[src/hw/rtl/a85sd_pkg.sv]
// ----------------------------------------------------------------------------
// a85sd_pkg
// Shared widths, header patterns, character codes and status codes for the
// base85 stream detector.
// ----------------------------------------------------------------------------
`default_nettype none

package a85sd_pkg;

    // Width of stream positions; all position differences wrap at this width.
    localparam int POS_WIDTH = 32;

    // Header pattern fragments, compared against the low and high halves of
    // the byte window (newest byte in the low byte).
    localparam logic [31:0] HDR_STREAM_LF_LO   = 32'h65616D0A; // "eam\n"
    localparam logic [23:0] HDR_STREAM_HI      = 24'h737472;   // "str"
    localparam logic [31:0] HDR_STREAM_CRLF_LO = 32'h616D0D0A; // "am\r\n"
    localparam logic [31:0] HDR_STREAM_CRLF_HI = 32'h73747265; // "stre"
    localparam logic [31:0] HDR_IMAGE_LO       = 32'h6167650A; // "age\n"
    localparam logic [31:0] HDR_ONIM_HI        = 32'h6F4E696D; // "oNim"
    localparam logic [31:0] HDR_UTIM_HI        = 32'h7574696D; // "utim"
    localparam logic [23:0] HDR_LFIM_HI        = 24'h0A696D;   // "\nim"

    // Character codes.
    localparam logic [7:0] CHAR_LF     = 8'h0A;
    localparam logic [7:0] CHAR_CR     = 8'h0D;
    localparam logic [7:0] CHAR_TILDE  = 8'h7E;
    localparam logic [7:0] ALPHA_FIRST = 8'h21;
    localparam logic [7:0] ALPHA_LAST  = 8'h7A;

    // Limits on the captured line length and on the region span.
    localparam logic [POS_WIDTH-1:0] LINE_LEN_MIN_EXCL = POS_WIDTH'(25);
    localparam logic [POS_WIDTH-1:0] LINE_LEN_MAX      = POS_WIDTH'(255);
    localparam logic [POS_WIDTH-1:0] SPAN_MIN_EXCL     = POS_WIDTH'(60);

    // Result status codes.
    typedef enum logic [1:0] {
        STATUS_NONE    = 2'd0,
        STATUS_HEADER  = 2'd1,
        STATUS_COLLECT = 2'd2,
        STATUS_FOUND   = 2'd3
    } status_t;

endpackage : a85sd_pkg

`default_nettype wire

[src/hw/rtl/ascii85_stream_detector.sv]
// ----------------------------------------------------------------------------
// ascii85_stream_detector
// Scans a byte stream and reports the first base85 encoded region that
// follows a recognised header.
//
//   Channel   Direction  Handshake            Payload
//   in        input      in_valid/in_ready    data_byte, position
//   out       output     out_valid/out_ready  status, region_start, region_end
//   cfg       input      cfg_valid/cfg_ready  max_span
//
// Every accepted byte yields exactly one result, registered in the output or
// skid register; while in_ready is high one byte can be taken every cycle.
// The whole per-byte decision is one window shift, a handful of byte
// compares and two 32-bit subtract-and-compare paths feeding the state and
// result registers.
// A result register followed by a one-entry skid register decouples the two
// sides: a byte is still taken while one result waits, and in_ready drops
// only when both are full.
// Asynchronous active-low reset clears the window, the phase, the stored
// positions and the line length, and sets max_span to all ones.
// cfg_ready is always high; the register is meant to be written while idle.
// ----------------------------------------------------------------------------
`default_nettype none

module ascii85_stream_detector
    import a85sd_pkg::*;
(
    input  wire logic                 clk,
    input  wire logic                 rst_n,

    input  wire logic                 in_valid,
    output logic                      in_ready,
    input  wire logic [7:0]           data_byte,
    input  wire logic [POS_WIDTH-1:0] position,

    output logic                      out_valid,
    input  wire logic                 out_ready,
    output logic [1:0]                status,
    output logic [POS_WIDTH-1:0]      region_start,
    output logic [POS_WIDTH-1:0]      region_end,

    input  wire logic                 cfg_valid,
    output logic                      cfg_ready,
    input  wire logic [31:0]          max_span
);

    // Detector phase. Armed means a header was seen and no character yet.
    typedef enum logic [1:0] {
        PH_IDLE    = 2'd0,
        PH_ARMED   = 2'd1,
        PH_COLLECT = 2'd2,
        PH_FOUND   = 2'd3
    } phase_t;

    // Result item as it sits in the output and skid registers.
    typedef struct packed {
        logic [1:0]           status;
        logic [POS_WIDTH-1:0] region_start;
        logic [POS_WIDTH-1:0] region_end;
    } result_t;

    // Detector state.
    logic [63:0]          window_reg, window_next;
    phase_t               phase_reg, phase_next;
    logic [POS_WIDTH-1:0] hdr_pos_reg, hdr_pos_next;
    logic [7:0]           line_len_reg, line_len_next;
    logic [POS_WIDTH-1:0] found_start_reg, found_start_next;
    logic [POS_WIDTH-1:0] found_end_reg, found_end_next;
    logic [31:0]          max_span_reg;

    // Output side.
    result_t              out_reg, skid_reg, result_next;
    logic                 out_valid_reg, skid_valid_reg;

    logic                 in_fire;
    logic                 out_fire;
    logic                 hit;
    logic                 header_hit;
    logic                 is_alpha;
    logic [POS_WIDTH-1:0] line_dist;
    logic [POS_WIDTH-1:0] span;

    assign in_fire   = in_valid && in_ready;
    assign out_fire  = out_valid_reg && out_ready;
    assign in_ready  = !skid_valid_reg;
    assign cfg_ready = 1'b1;

    assign out_valid    = out_valid_reg;
    assign status       = out_reg.status;
    assign region_start = out_reg.region_start;
    assign region_end   = out_reg.region_end;

    // The new byte enters at the bottom of the window before any header
    // compare, so a header is recognised on its final byte.
    assign window_next = {window_reg[55:0], data_byte};

    always_comb
    begin
        header_hit =
            (window_next[31:0] == HDR_STREAM_LF_LO && window_next[55:32] == HDR_STREAM_HI) ||
            (window_next[31:0] == HDR_STREAM_CRLF_LO
                && window_next[63:32] == HDR_STREAM_CRLF_HI) ||
            (window_next[31:0] == HDR_IMAGE_LO
                && (window_next[63:32] == HDR_ONIM_HI
                    || window_next[63:32] == HDR_UTIM_HI
                    || window_next[55:32] == HDR_LFIM_HI));
    end

    assign is_alpha = (data_byte >= ALPHA_FIRST && data_byte <= ALPHA_LAST)
                      || data_byte == CHAR_LF || data_byte == CHAR_CR;

    // Distance from the header to this byte, and the span of the encoded
    // region that a tilde here would close. Both wrap at the position width.
    assign line_dist = position - hdr_pos_reg;
    assign span      = position - POS_WIDTH'(1) - hdr_pos_reg;

    always_comb
    begin
        phase_next       = phase_reg;
        hdr_pos_next     = hdr_pos_reg;
        line_len_next    = line_len_reg;
        found_start_next = found_start_reg;
        found_end_next   = found_end_reg;
        hit              = 1'b0;

        unique case (phase_reg)
            PH_IDLE:
            begin
                if (header_hit)
                begin
                    phase_next    = PH_ARMED;
                    hdr_pos_next  = position;
                    line_len_next = '0;
                end
            end
            PH_ARMED, PH_COLLECT:
            begin
                // The first CR after the header fixes the line length; a
                // line that is too short or too long cancels the region.
                priority if (data_byte == CHAR_CR && line_len_reg == '0)
                begin
                    if (line_dist <= LINE_LEN_MIN_EXCL || line_dist > LINE_LEN_MAX)
                        phase_next = PH_IDLE;
                    else
                        line_len_next = line_dist[7:0];
                end
                else if (data_byte == CHAR_TILDE)
                begin
                    phase_next = PH_IDLE;
                    if (span > SPAN_MIN_EXCL && span < max_span_reg)
                    begin
                        found_start_next = hdr_pos_reg + POS_WIDTH'(1);
                        found_end_next   = position;
                        phase_next       = PH_FOUND;
                        hit              = 1'b1;
                    end
                end
                else if (is_alpha)
                    phase_next = PH_COLLECT;
                else
                    phase_next = PH_IDLE;
            end
            PH_FOUND:
            begin
                // Holds until reset.
            end
            default:
            begin
                phase_next = PH_IDLE;
            end
        endcase
    end

    always_comb
    begin
        result_next.region_start = found_start_next;
        result_next.region_end   = found_end_next;
        priority if (hit)
            result_next.status = STATUS_FOUND;
        else if (phase_next == PH_ARMED || phase_next == PH_FOUND)
            result_next.status = STATUS_HEADER;
        else if (phase_next == PH_COLLECT)
            result_next.status = STATUS_COLLECT;
        else
            result_next.status = STATUS_NONE;
    end

    // State, configuration register and output buffering.
    always_ff @(posedge clk or negedge rst_n)
    begin
        if (!rst_n)
        begin
            window_reg      <= '0;
            phase_reg       <= PH_IDLE;
            hdr_pos_reg     <= '0;
            line_len_reg    <= '0;
            found_start_reg <= '0;
            found_end_reg   <= '0;
            max_span_reg    <= '1;
            out_valid_reg   <= 1'b0;
            skid_valid_reg  <= 1'b0;
            out_reg         <= '0;
            skid_reg        <= '0;
        end
        else
        begin
            if (cfg_valid && cfg_ready)
                max_span_reg <= max_span;

            if (in_fire)
            begin
                window_reg      <= window_next;
                phase_reg       <= phase_next;
                hdr_pos_reg     <= hdr_pos_next;
                line_len_reg    <= line_len_next;
                found_start_reg <= found_start_next;
                found_end_reg   <= found_end_next;
            end

            // A waiting skid entry moves up as soon as the output is taken.
            // Without one, a new result goes straight to the output register
            // when it is free or being drained, otherwise into the skid.
            if (skid_valid_reg)
            begin
                if (out_ready)
                begin
                    out_reg        <= skid_reg;
                    skid_valid_reg <= 1'b0;
                end
            end
            else if (in_fire)
            begin
                if (!out_valid_reg || out_ready)
                begin
                    out_reg       <= result_next;
                    out_valid_reg <= 1'b1;
                end
                else
                begin
                    skid_reg       <= result_next;
                    skid_valid_reg <= 1'b1;
                end
            end
            else if (out_fire)
            begin
                out_valid_reg <= 1'b0;
            end
        end
    end

    // The skid entry is only ever filled behind a waiting output.
    a_skid_behind_out: assert property (@(posedge clk) disable iff (!rst_n)
        skid_valid_reg |-> out_valid_reg)
        else $error("skid entry held without a pending output");

    // A reported region is final until reset.
    a_found_sticks: assert property (@(posedge clk) disable iff (!rst_n)
        phase_reg == PH_FOUND |=> phase_reg == PH_FOUND)
        else $error("detector left the found phase");

    // A captured line length always lies in the permitted range.
    a_line_len_range: assert property (@(posedge clk) disable iff (!rst_n)
        line_len_reg != '0 |-> line_len_reg > 8'd25)
        else $error("line length captured out of range");

    // The region positions stay clear until a region has been found.
    a_found_clear: assert property (@(posedge clk) disable iff (!rst_n)
        phase_reg != PH_FOUND |-> found_start_reg == '0 && found_end_reg == '0)
        else $error("region positions set without a find");

    // A byte that closes a region leaves the detector in the found phase.
    a_hit_to_found: assert property (@(posedge clk) disable iff (!rst_n)
        in_fire && hit |=> phase_reg == PH_FOUND && found_end_reg == $past(position))
        else $error("region hit not recorded");

endmodule : ascii85_stream_detector

`default_nettype wire
[config.mk]
export PLATFORM = sky130hd
export DESIGN_NAME = ascii85_stream_detector
export DESIGN_NICKNAME = d
export VERILOG_FILES = /design/src/hw/rtl/a85sd_pkg.sv /design/src/hw/rtl/ascii85_stream_detector.sv
export SDC_FILE = /design/constraint.sdc
export NUM_CORES = 1
export LEC_CHECK = 0
export BUFFER_PORTS_ARGS = -buffer_cell sky130_fd_sc_hd__buf_2
export CAP_MARGIN = 0
export CORE_MARGIN = 3
export CORE_UTILIZATION = 60
export CTS_CLUSTER_SIZE = 8
export DETAILED_ROUTE_END_ITERATION = 8
export PLACE_DENSITY = 0.8
export SETUP_SLACK_MARGIN = 0.02
export SLEW_MARGIN = 20
export SYNTH_ARGS = -nofsm -noshare
export SYNTH_HDL_FRONTEND = slang
export SYNTH_SLANG_ARGS = --single-unit
[constraint.sdc]
create_clock -name clk -period 11 [get_ports clk]
set_input_delay 0.55 -clock clk [delete_from_list [all_inputs] [get_ports clk]]
set_output_delay 0.55 -clock clk [all_outputs]
set_load 0.02 [all_outputs]
==> flow_summary_export.csv, run 1 <==
group,metric,value,unit
sta,tightest_slew,1.10,ns
worst_setup_path,cp-endpoint,"found_end_reg[0]",
worst_setup_path,cp.arrival,6.63,ns
worst_setup_path,end_kind,"register",
finish,syn2layout_area_growth,12.2,%
synth,seq_area_frac_synth,46.7,%
finish,nets,2182,
finish,drive_gt1_share,14.7,%
place,io_buffers,144,
global_route,antenna_found_initial,0,
power_and_ir_drop,irDropWorstVdd,0.111,mV
drt,wl,47300,um
place,post_dp_cell_area,18500,um^2
synth,synth_commonest_cells,"nand2_1, dfrtp_1, o21ai_0",
drt,drtAntennaViolNets,0,
finish,seq_area,8250,um^2
floorplan,io-pin-count,146,
worst_setup_path,crit_chain,"inv_1 > ha_1 > nand4_1 > a2111oi_1 > a211oi_2 > o21ai_0 > xor2_1 > ha_1 > nand3_1 > or2_2 > nor3_1 > o221ai_1 > nand3b_1 > o21ai_0 > a2111o_1 > nand2_1 > a211o_4 > buf_4 > mux2i_1 > o21ai_0",
floorplan,core,28900,um^2
floorplan,die_w,178,um
synth,synth.distinct_cells,76,
drt,viasPerCell,6.03,
cts,cts.sinks,328,
sta,fin_crit,6.25,ns
cts,htreeDepth,2,
finish,multi_input_area,8640,um^2
drt,vias,14600,
synth,synth_top_area_share,42.0,%
cts,tritoncts,"done",
cts,post_cts_buffers,0,
synth,yosys-top-cells-area,"dfrtp_1, nand2_1, o21ai_0, dfstp_2, ha_1",
cts,clk_pin_slew,0.05,ns
power_and_ir_drop,p_int,2.29,mW
sta,final_max_slew_viol_count,0,
power_and_ir_drop,p_leak,9.78,nW
synth,yosysMostFrequentCell,"nand2_1",
finish,largest_reg_flops,66,
sta,fmax,160,MHz
min_path,hold_depth,3,
cts,clock-root-buffer,"clkbuf_16",
synth,avgSynthCellArea,9.05,um^2
sta,timing.final.setup_violations,0,
sta,fin_worst_skew,0.0268,ns
power_and_ir_drop,p_sw_share,29.8,%
drt,drc,0,
global_route,grt_overflow,0,
cts,clock_latency,0.56,ns
finish,design_area,19800,um^2
status,status,"finished clean",
sta,grt_setup_unrepaired,"false",
drt,wl_per_cell,19.5,um
min_path,hold_path_class,"in2reg",
synth,ys.warnings.count,0,
power_and_ir_drop,powerDensity,165,nW/um^2
global_route,grt_max_degree,196,
power_and_ir_drop,share_comb_of_total_power,17.1,%
sta,hold_viol,0,
global_route,grt_pass1_wl,75300,um
cts,cts_buffer_depth,3,
global_route,grt_pass1_vias,14200,
worst_setup_path,reg2reg_depth,20,
worst_setup_path,cp_num_cells,20,
synth,syn_inst,1950,
worst_setup_path,cp-startpoint,"hdr_pos_reg[3]",
synth,synth_async_sr_flop_share,100,%
drt,firstDrtPassIters,5,
worst_setup_path,reg2reg_to,"found_end_reg[0]",
worst_setup_path,slowest_delay,0.72,ns
synth,ys.flop_type,"dfrtp_1",
floorplan,fp.dieH,178,um
floorplan,design.die.area,31500,um^2
cts,numCtsBuffers,47,
floorplan,row_count,62,
sta,period_share,56.8,%
synth,synth_fp_nets,2094,
worst_setup_path,cp.required,11.38,ns
place,place_congestion,0.939,
worst_setup_path,startpoint_type,"register",
worst_setup_path,crit_buf_inv,2,
place,place_hpwl,32800,um
sta,relSlewSlack,26.8,%
global_route,grt.total_usage,29.8,%
finish,antenna_cells,0,
worst_setup_path,critPathMostFrequentCell,"o21ai_0",
synth,yosysTopAreaCell,"dfrtp_1",
power_and_ir_drop,p_sw,974,uW
worst_setup_path,r2r_start,"hdr_pos_reg[3]",
worst_setup_path,crit_family,"compound AO/OA/AOI/OAI gates",
worst_setup_path,worstPathMaxFanout,43,
power_and_ir_drop,p_clk_share,39.0,%
drt,drtIter0Drc,1304,
finish,fillers,2270,
power_and_ir_drop,p_seq_share,43.9,%
worst_setup_path,crit_type,"reg2reg",
synth,synth_area,17700,um^2
synth,synth_edf_count,0,
floorplan,initial_core_util,61.2,%
sta,finalSetupTns,0,ns
synth,ys_ff_latch,328,
job,maxCapViolCount,0,
worst_setup_path,slowest_stage,"buf_4",
worst_setup_path,rrSetupSlack,4.75,ns
==> cell type report <==
class,instances,area share [%]
clock inverters,4,0.373
inverters,73,1.38
multi-input cells,1430,43.6
well taps,384,2.43
flip-flops and latches,328,41.6
repair buffers,158,4.50
clock buffers,51,6.06
==> what timing repair did <==
item | CTS | global route
hold buffers | 0 | 1
resized for setup | 0 | 0
endpoints found under the hold margin | 0 | 56
==> per-stage QoR <==
stage	instances	util, %	worst slack [ns]	total power, mW	hold WS, ns
finish	2428	68.6	4.75	3.26	0.219
global route	2428	68.6	4.35	3.42	0.215
CTS	2425	68.4	4.87	3.27	0.180
detailed placement	2370	64.0	4.70	2.00	0.462
global placement	2370	64.0	4.80	1.98	0.453
floorplan	1950	-	6.46	1.80	0.254
==> metal layers <==
| metal | up-vias | share of wire (%) | GRT usage, % |
|---|---|---|---|
| li1 | 6934 | - | - |
| met4 | 0 | 3.2 | 9.91 |
| met2 | 448 | 47 | 47.7 |
| met5 | - | 0 | 0 |
| met1 | 7162 | 43 | 40.6 |
| met3 | 99 | 6.8 | 6.59 |
==> layout by cell type, fill, tap and decap left out, types with 12 or more instances in the layout <==
cell / synthesis / routed
a21o_1: 12 / 12
a21oi_1: 126 / 126
and3_1: 78 / 78
buf_2: 13 / 143
clkbuf_16: 0 / 47
dfrtp_1: 296 / 296
dfstp_2: 32 / 32
ha_1: 65 / 65
inv_1: 73 / 73
mux2_2: 32 / 32
mux2i_1: 65 / 65
nand2_1: 408 / 407
nand3_1: 30 / 29
nand4_1: 28 / 28
nor2_1: 51 / 51
nor3_1: 22 / 22
nor4_1: 19 / 19
o21ai_0: 261 / 261
o21ai_1: 18 / 18
xnor2_1: 52 / 52
xor2_1: 35 / 35
==> how the worst min path moves through the flow <==
stage                  endpoint    startpoint
4_1_cts          window_reg[42]         rst_n
5_1_grt        max_span_reg[30]  max_span[30]
3_5_place_dp       skid_reg[29]  skid_reg[29]
2_1_floorplan  found_end_reg[0]         rst_n
6_report        max_span_reg[7]   max_span[7]
3_3_place_gp       skid_reg[46]  skid_reg[46]
==> cell families (layout without fill, tap and decap cells) <==
group	count (synthesis)	in the layout	synth area share, %
simple gates	695	695	18.3
compound gates	483	483	15.4
flops	328	328	46.7
buf+inv	192	286	4.63
mux	97	97	5.73
xor+xnor	87	87	4.32
fa+ha+maj	67	67	4.83
other cells	1	1	0.0212
==> power by group through the flow <==
stage / registers, mW / logic [mW] / clock network (mW)
finish: 1.43 / 0.557 / 1.27
detailed placement: 1.45 / 0.549 / 0
CTS: 1.43 / 0.553 / 1.29
global route: 1.45 / 0.625 / 1.34
floorplan: 1.44 / 0.356 / 0
global placement: 1.44 / 0.535 / 0
==> worst min-delay path: cells and delay by family <==
family	cells	cell delay (ns)
buffers and inverters	1	0.07
and+or+nand+nor	1	0.04
AOI/OAI and AO/OA	1	0.06
(Power assumes the default switching activity.)
==> inputs of run 2 (changes only) <==
--- a/config.mk
+++ b/config.mk
@@ -5,6 +5,7 @@
 export SDC_FILE = /design/constraint.sdc
 export NUM_CORES = 1
 export LEC_CHECK = 0
+export ABC_AREA = 1
 export BUFFER_PORTS_ARGS = -buffer_cell sky130_fd_sc_hd__buf_2
 export CAP_MARGIN = 0
 export CORE_MARGIN = 3
==> constraint.sdc (replaced) <==
create_clock -name clk -period 6 [get_ports clk]
set_input_delay 0.3 -clock clk [delete_from_list [all_inputs] [get_ports clk]]
set_output_delay 0.3 -clock clk [all_outputs]
set_load 0.02 [all_outputs]
==> flow_summary_export.csv, run 2 <==
group,metric,value,unit
synth,ys.warnings.count,0,
finish,multi_input_area,9480,um^2
sta,tightest_slew,1.12,ns
place,place_congestion,0.972,
sta,timing.final.setup_violations,0,
sta,period_share,85.5,%
worst_setup_path,cp.arrival,5.56,ns
worst_setup_path,cp_num_cells,27,
synth,synth_area,19400,um^2
synth,yosysTopAreaCell,"dfrtp_1",
synth,synth_fp_nets,2889,
drt,drtIter0Drc,1782,
finish,largest_reg_flops,66,
min_path,hold_path_class,"in2reg",
finish,seq_area,8250,um^2
sta,fin_worst_skew,0.0414,ns
worst_setup_path,crit_type,"reg2reg",
global_route,grt_pass1_wl,95200,um
place,io_buffers,144,
drt,wl_per_cell,18.4,um
worst_setup_path,end_kind,"register",
worst_setup_path,cp-endpoint,"region_start[15]",
worst_setup_path,critPathMostFrequentCell,"nand2_1",
sta,final_max_slew_viol_count,0,
cts,tritoncts,"done",
floorplan,io-pin-count,146,
cts,htreeDepth,2,
worst_setup_path,reg2reg_depth,27,
sta,hold_viol,0,
synth,synth_edf_count,0,
worst_setup_path,reg2reg_to,"region_start[15]",
synth,seq_area_frac_synth,42.6,%
synth,avgSynthCellArea,7.05,um^2
synth,yosysMostFrequentCell,"nand2_1",
drt,drtAntennaViolNets,0,
worst_setup_path,slowest_stage,"nand3_1",
worst_setup_path,startpoint_type,"register",
drt,viasPerCell,5.67,
drt,vias,18700,
power_and_ir_drop,irDropWorstVdd,0.236,mV
worst_setup_path,crit_family,"simple AND/OR/NAND/NOR gates",
finish,drive_gt1_share,9.96,%
worst_setup_path,cp-startpoint,"hdr_pos_reg[13]",
floorplan,row_count,65,
sta,grt_setup_unrepaired,"false",
global_route,grt_pass1_vias,17900,
drt,drc,0,
floorplan,core,31700,um^2
worst_setup_path,cp.required,6.43,ns
power_and_ir_drop,p_total,6.99,mW
drt,firstDrtPassIters,6,
cts,cts.sinks,328,
worst_setup_path,rrSetupSlack,0.87,ns
worst_setup_path,crit_buf_inv,5,
finish,final_cell_mix,"nand2_1, inv_1, dfrtp_1, nor2_1, o21ai_0",
drt,wl,60900,um
worst_setup_path,r2r_start,"hdr_pos_reg[13]",
power_and_ir_drop,p_leak,11.2,nW
status,status,"finished clean",
job,maxCapViolCount,0,
sta,finalSetupTns,0,ns
sta,fmax,195,MHz
floorplan,initial_core_util,61.0,%
place,place_hpwl,44400,um
cts,clock-root-buffer,"clkbuf_16",
floorplan,design.die.area,34500,um^2
global_route,grt_overflow,0,
worst_setup_path,worstPathMaxFanout,14,
power_and_ir_drop,powerDensity,319,nW/um^2
sta,fin_crit,5.13,ns
finish,final_common_cell,"nand2_1",
synth,syn_inst,2745,
synth,synth_commonest_cells,"nand2_1, inv_1, dfrtp_1",
global_route,grt_max_degree,131,
global_route,antenna_found_initial,1,
finish,post-route-util,69.1,%
global_route,grt.total_usage,35.1,%
cts,clk_pin_slew,0.06,ns
floorplan,fp.dieH,186,um
cts,cts_buffer_depth,3,
cts,clock_latency,0.58,ns
synth,ys_ff_latch,328,
sta,relSlewSlack,25.4,%
finish,fillers,2661,
worst_setup_path,slowest_delay,0.42,ns
synth,synth_top_area_share,38.3,%
finish,syn2layout_area_growth,13.2,%
synth,yosys-top-cells-area,"dfrtp_1, nand2_1, inv_1, o21ai_0, nor2_1",
synth,ys.flop_type,"dfrtp_1",
synth,synth.distinct_cells,43,
finish,nets,3030,
floorplan,die_w,186,um
cts,numCtsBuffers,46,
synth,synth_async_sr_flop_share,100,%
==> run 2: cell types whose count changed after synthesis, moves of 73 or more <==
cell,delta
nand2_1,+556
inv_1,+250
and3_1,-77
nor2_1,+193
o21ai_1,+73
nand3_1,+73
==> run 2: area by class of cell <==
type | count | share of cell area, %
Tap cell | 402 | 2.30
Timing Repair Buffer | 190 | 5.42
Inverter | 329 | 5.65
Clock inverter | 2 | 0.131
Multi-Input combinational cell | 1991 | 43.2
Sequential cell | 328 | 37.6
Antenna cell | 1 | 0.0114
Clock buffer | 61 | 5.61
==> run 2: worst min-delay path by stage <==
stage / end / startpoint / cells past startpoint / slack [ns]
final: window_reg[4] / data_byte[4] / 3 / 0.02
after global routing: window_reg[4] / data_byte[4] / 3 / 0.02
after CTS: window_reg[4] / data_byte[4] / 3 / 0.007
after detailed placement: skid_reg[57] / skid_reg[57] / 2 / 0.46
after global placement: skid_reg[56] / skid_reg[56] / 2 / 0.46
after floorplan: found_end_reg[0] / rst_n / 0 / 0.004
==> run 2: through the flow <==
step	setup slack, ns	std cells	cell area, um^2	hold WS, ns
floorplan	2.56	2745	19400	0.00441
global placement	1.03	3205	20300	0.457
detailed placement	1.04	3205	20300	0.460
CTS	0.987	3303	21900	0.00663
global route	0.440	3304	21900	0.0240
finish	0.870	3304	21900	0.0219
==> run 2: cell families (layout without fill, tap and decap cells) <==
| logic type | after synthesis | after routing | synth area share (%) |
|---|---|---|---|
| AOI/OAI and AO/OA | 434 | 434 | 12.1 |
| xor gates and xnor gates | 46 | 46 | 2.08 |
| adders and majority gates | 67 | 67 | 4.41 |
| buffers and inverters | 426 | 582 | 8.55 |
| DFF | 328 | 328 | 42.6 |
| other | 1 | 2 | 0.0194 |
| and+or+nand+nor | 1443 | 1443 | 30.3 |
==> run 2: power by group <==
group / leakage, nW / internal (mW) / switching, mW / total (mW)
clock: 0.610 / 1.41 / 0.937 / 2.34
sequential: 4.33 / 2.63 / 0.272 / 2.90
combinational: 6.22 / 0.548 / 1.20 / 1.75
==> run 2: worst min-delay path: stages <==
cell and delay [ns]:
buf_2 0.12, nand2_1 0.05, o21ai_0 0.06
==> run 2: repair_timing <==
item                      in CTS  in global routing
hold endpoints to repair     130                  0
gates resized for setup        0                  0
hold buffers                  35                  0
setup buffers                  0                  0
==> run 2: per-layer routing <==
layer,vias up,GRT usage (%),part of all wire (%),routed length (um)
li1,9000,-,-,-
met1,8856,48.2,42,25900
met2,761,56.8,46,28300
met5,-,0,0,0
met4,0,11.6,3.1,1890
met3,126,6.68,8.0,4840
==> inputs of run 3 (changes only) <==
--- a/config.mk
+++ b/config.mk
@@ -12,6 +12,7 @@
 export CORE_UTILIZATION = 60
 export CTS_CLUSTER_SIZE = 8
 export DETAILED_ROUTE_END_ITERATION = 8
+export GPL_TIMING_DRIVEN = 0
 export PLACE_DENSITY = 0.8
 export SETUP_SLACK_MARGIN = 0.02
 export SLEW_MARGIN = 20
==> flow_summary_export.csv, run 3 (synthesis results as in run 2) <==
group,metric,value,unit
global_route,grt_overflow,0,
finish,largest_reg_flops,66,
drt,wl_per_cell,17.9,um
worst_setup_path,startpoint_type,"register",
sta,fmax,193,MHz
power_and_ir_drop,share_comb_of_total_power,25.5,%
power_and_ir_drop,p_leak,11.3,nW
global_route,grt.total_usage,35.3,%
place,place_hpwl,47000,um
worst_setup_path,cp.arrival,5.68,ns
floorplan,io-pin-count,146,
sta,finalSetupTns,0,ns
worst_setup_path,cp.required,6.51,ns
drt,drc,0,
cts,tritoncts,"done",
finish,antenna_cells,0,
drt,drtAntennaViolNets,0,
floorplan,initial_core_util,61.0,%
sta,grt_setup_unrepaired,"false",
finish,instances_no_fill,3402,
sta,timing.final.setup_violations,0,
cts,clock_latency,0.59,ns
place,dp.cells,3293,
place,place_congestion,1.03,
job,maxCapViolCount,0,
worst_setup_path,end_kind,"register",
cts,cts.sinks,328,
cts,cts_resized,0,
cts,clock-root-buffer,"clkbuf_16",
min_path,hold_path_class,"in2reg",
finish,drive_gt1_share,9.70,%
finish,final_cell_mix,"nand2_1, inv_1, dfrtp_1, nor2_1, o21ai_0",
power_and_ir_drop,powerDensity,316,nW/um^2
floorplan,fp.dieH,186,um
cts,clk_pin_slew,0.06,ns
power_and_ir_drop,p_clk_share,33.8,%
drt,wl,60800,um
sta,relSlewSlack,34.9,%
global_route,grt_max_degree,103,
drt,drtIter0Drc,2061,
global_route,grt_pass1_wl,96000,um
cts,numCtsBuffers,47,
drt,firstDrtPassIters,6,
cts,postCtsHoldBufs,43,
floorplan,design.die.area,34500,um^2
sta,period_share,86.2,%
power_and_ir_drop,p_sw_share,34.8,%
floorplan,row_count,65,
place,io_buffers,143,
cts,htreeDepth,2,
power_and_ir_drop,p_int,4.61,mW
worst_setup_path,worstPathMaxFanout,10,
sta,tightest_slew,0.973,ns
global_route,antenna_found_initial,0,
drt,vias,19400,
sta,fin_crit,5.17,ns
floorplan,core,31700,um^2
finish,syn2layout_area_growth,15.7,%
power_and_ir_drop,irDropWorstVdd,0.226,mV
sta,hold_viol,0,
sta,fin_worst_skew,0.0336,ns
worst_setup_path,crit_type,"reg2reg",
cts,post_cts_buffers,0,
finish,final_common_cell,"nand2_1",
floorplan,die_w,186,um
sta,final_max_slew_viol_count,0,
power_and_ir_drop,p_sw,2.46,mW
cts,cts_buffer_depth,3,
drt,viasPerCell,5.70,
power_and_ir_drop,p_total,7.08,mW
global_route,grt_pass1_vias,18200,
power_and_ir_drop,p_seq_share,40.7,%
finish,nets,3127,
status,status,"finished clean",
run 3: cell types whose count changed in the layout (fill, tap and decap cells not counted), sizes merged:
| cell | previous run | this run |
|---|---|---|
| buf | 155 | 164 |
| inv | 328 | 329 |
| clkbuf | 61 | 141 |
| dlygate4sd3 | 35 | 43 |
| diode | 1 | 0 |
| clkinvlp | 0 | 1 |
run 3: layer usage:
metal  global-route usage [%]  part of all wire (%)  up-vias
met5                        0                     0        -
met1                     48.7                    42     9181
met4                     11.5                   3.3        0
met2                     56.4                    46      896
li1                         -                     -     9202
met3                     7.07                   8.8      122
run 3: power groups by stage:
stage	clock [mW]	sequential [mW]	combinational, mW
2_1_floorplan	0	3.01	1.01
5_1_grt	2.50	2.93	2.03
6_report	2.39	2.88	1.80
3_5_place_dp	0	2.90	1.75
3_3_place_gp	0	2.88	1.69
4_1_cts	2.41	2.87	1.78
run 3: cell type report:
type	count	area, um^2
flip-flops and latches	328	8250
fillers	2681	9320
inverters	329	1230
multi-input cells	1991	9460
clock inverters	4	62.6
plain buffers	97	420
well taps	402	503
repair buffers	189	1240
clock buffers	62	1230
run 3: through the flow:
step | instance area, um^2 | util (%) | hold slack, ns | setup WS, ns
5_1_grt | 22400 | 70.6 | 0.0164 | 0.570
6_report | 22400 | 70.6 | 0.0287 | 0.831
4_1_cts | 22400 | 70.6 | 0.000395 | 0.914
2_1_floorplan | 19400 | - | 0.00441 | 2.56
3_5_place_dp | 20700 | 65.2 | 0.283 | 0.971
3_3_place_gp | 20600 | 64.9 | 0.457 | -1.47
run 3: path summary, 6_finish.rpt:
check | from | end | slack (ns) | cells past startpoint
worst max-delay path | hdr_pos_reg[0] | region_start[2] | 0.83 | 25
worst min-delay path | position[15] | hdr_pos_reg[15] | 0.03 | 3
worst max register to register | hdr_pos_reg[0] | region_start[2] | 0.83 | 25
worst min register to register | region_start[30] | region_start[30] | 0.47 | 2
max in group asynchronous | rst_n | skid_reg[11] | 4.41 | 4
min in group asynchronous | rst_n | window_reg[23] | 0.26 | 2
run 3: worst max-delay path, stage by stage, from the launching register on:
cell and delay [ns]:
dfrtp_1 0.48, inv_1 0.15, ha_1 0.33, fa_1 0.51, nand2_1 0.10, nand3_1 0.20, nand2_1 0.12, nand2_1 0.11
xor2_1 0.31, ha_1 0.30, nand2_1 0.08, inv_1 0.04, nand3_1 0.16, nor3_1 0.08, o21ai_0 0.18, nand2_1 0.11
nand2_1 0.10, nand2_1 0.06, nand2_1 0.06, nand2_1 0.07, nand2_2 0.16, nand3_1 0.24, buf_2 0.28, o21ai_0 0.53
o21ai_0 0.23, nand2_1 0.10
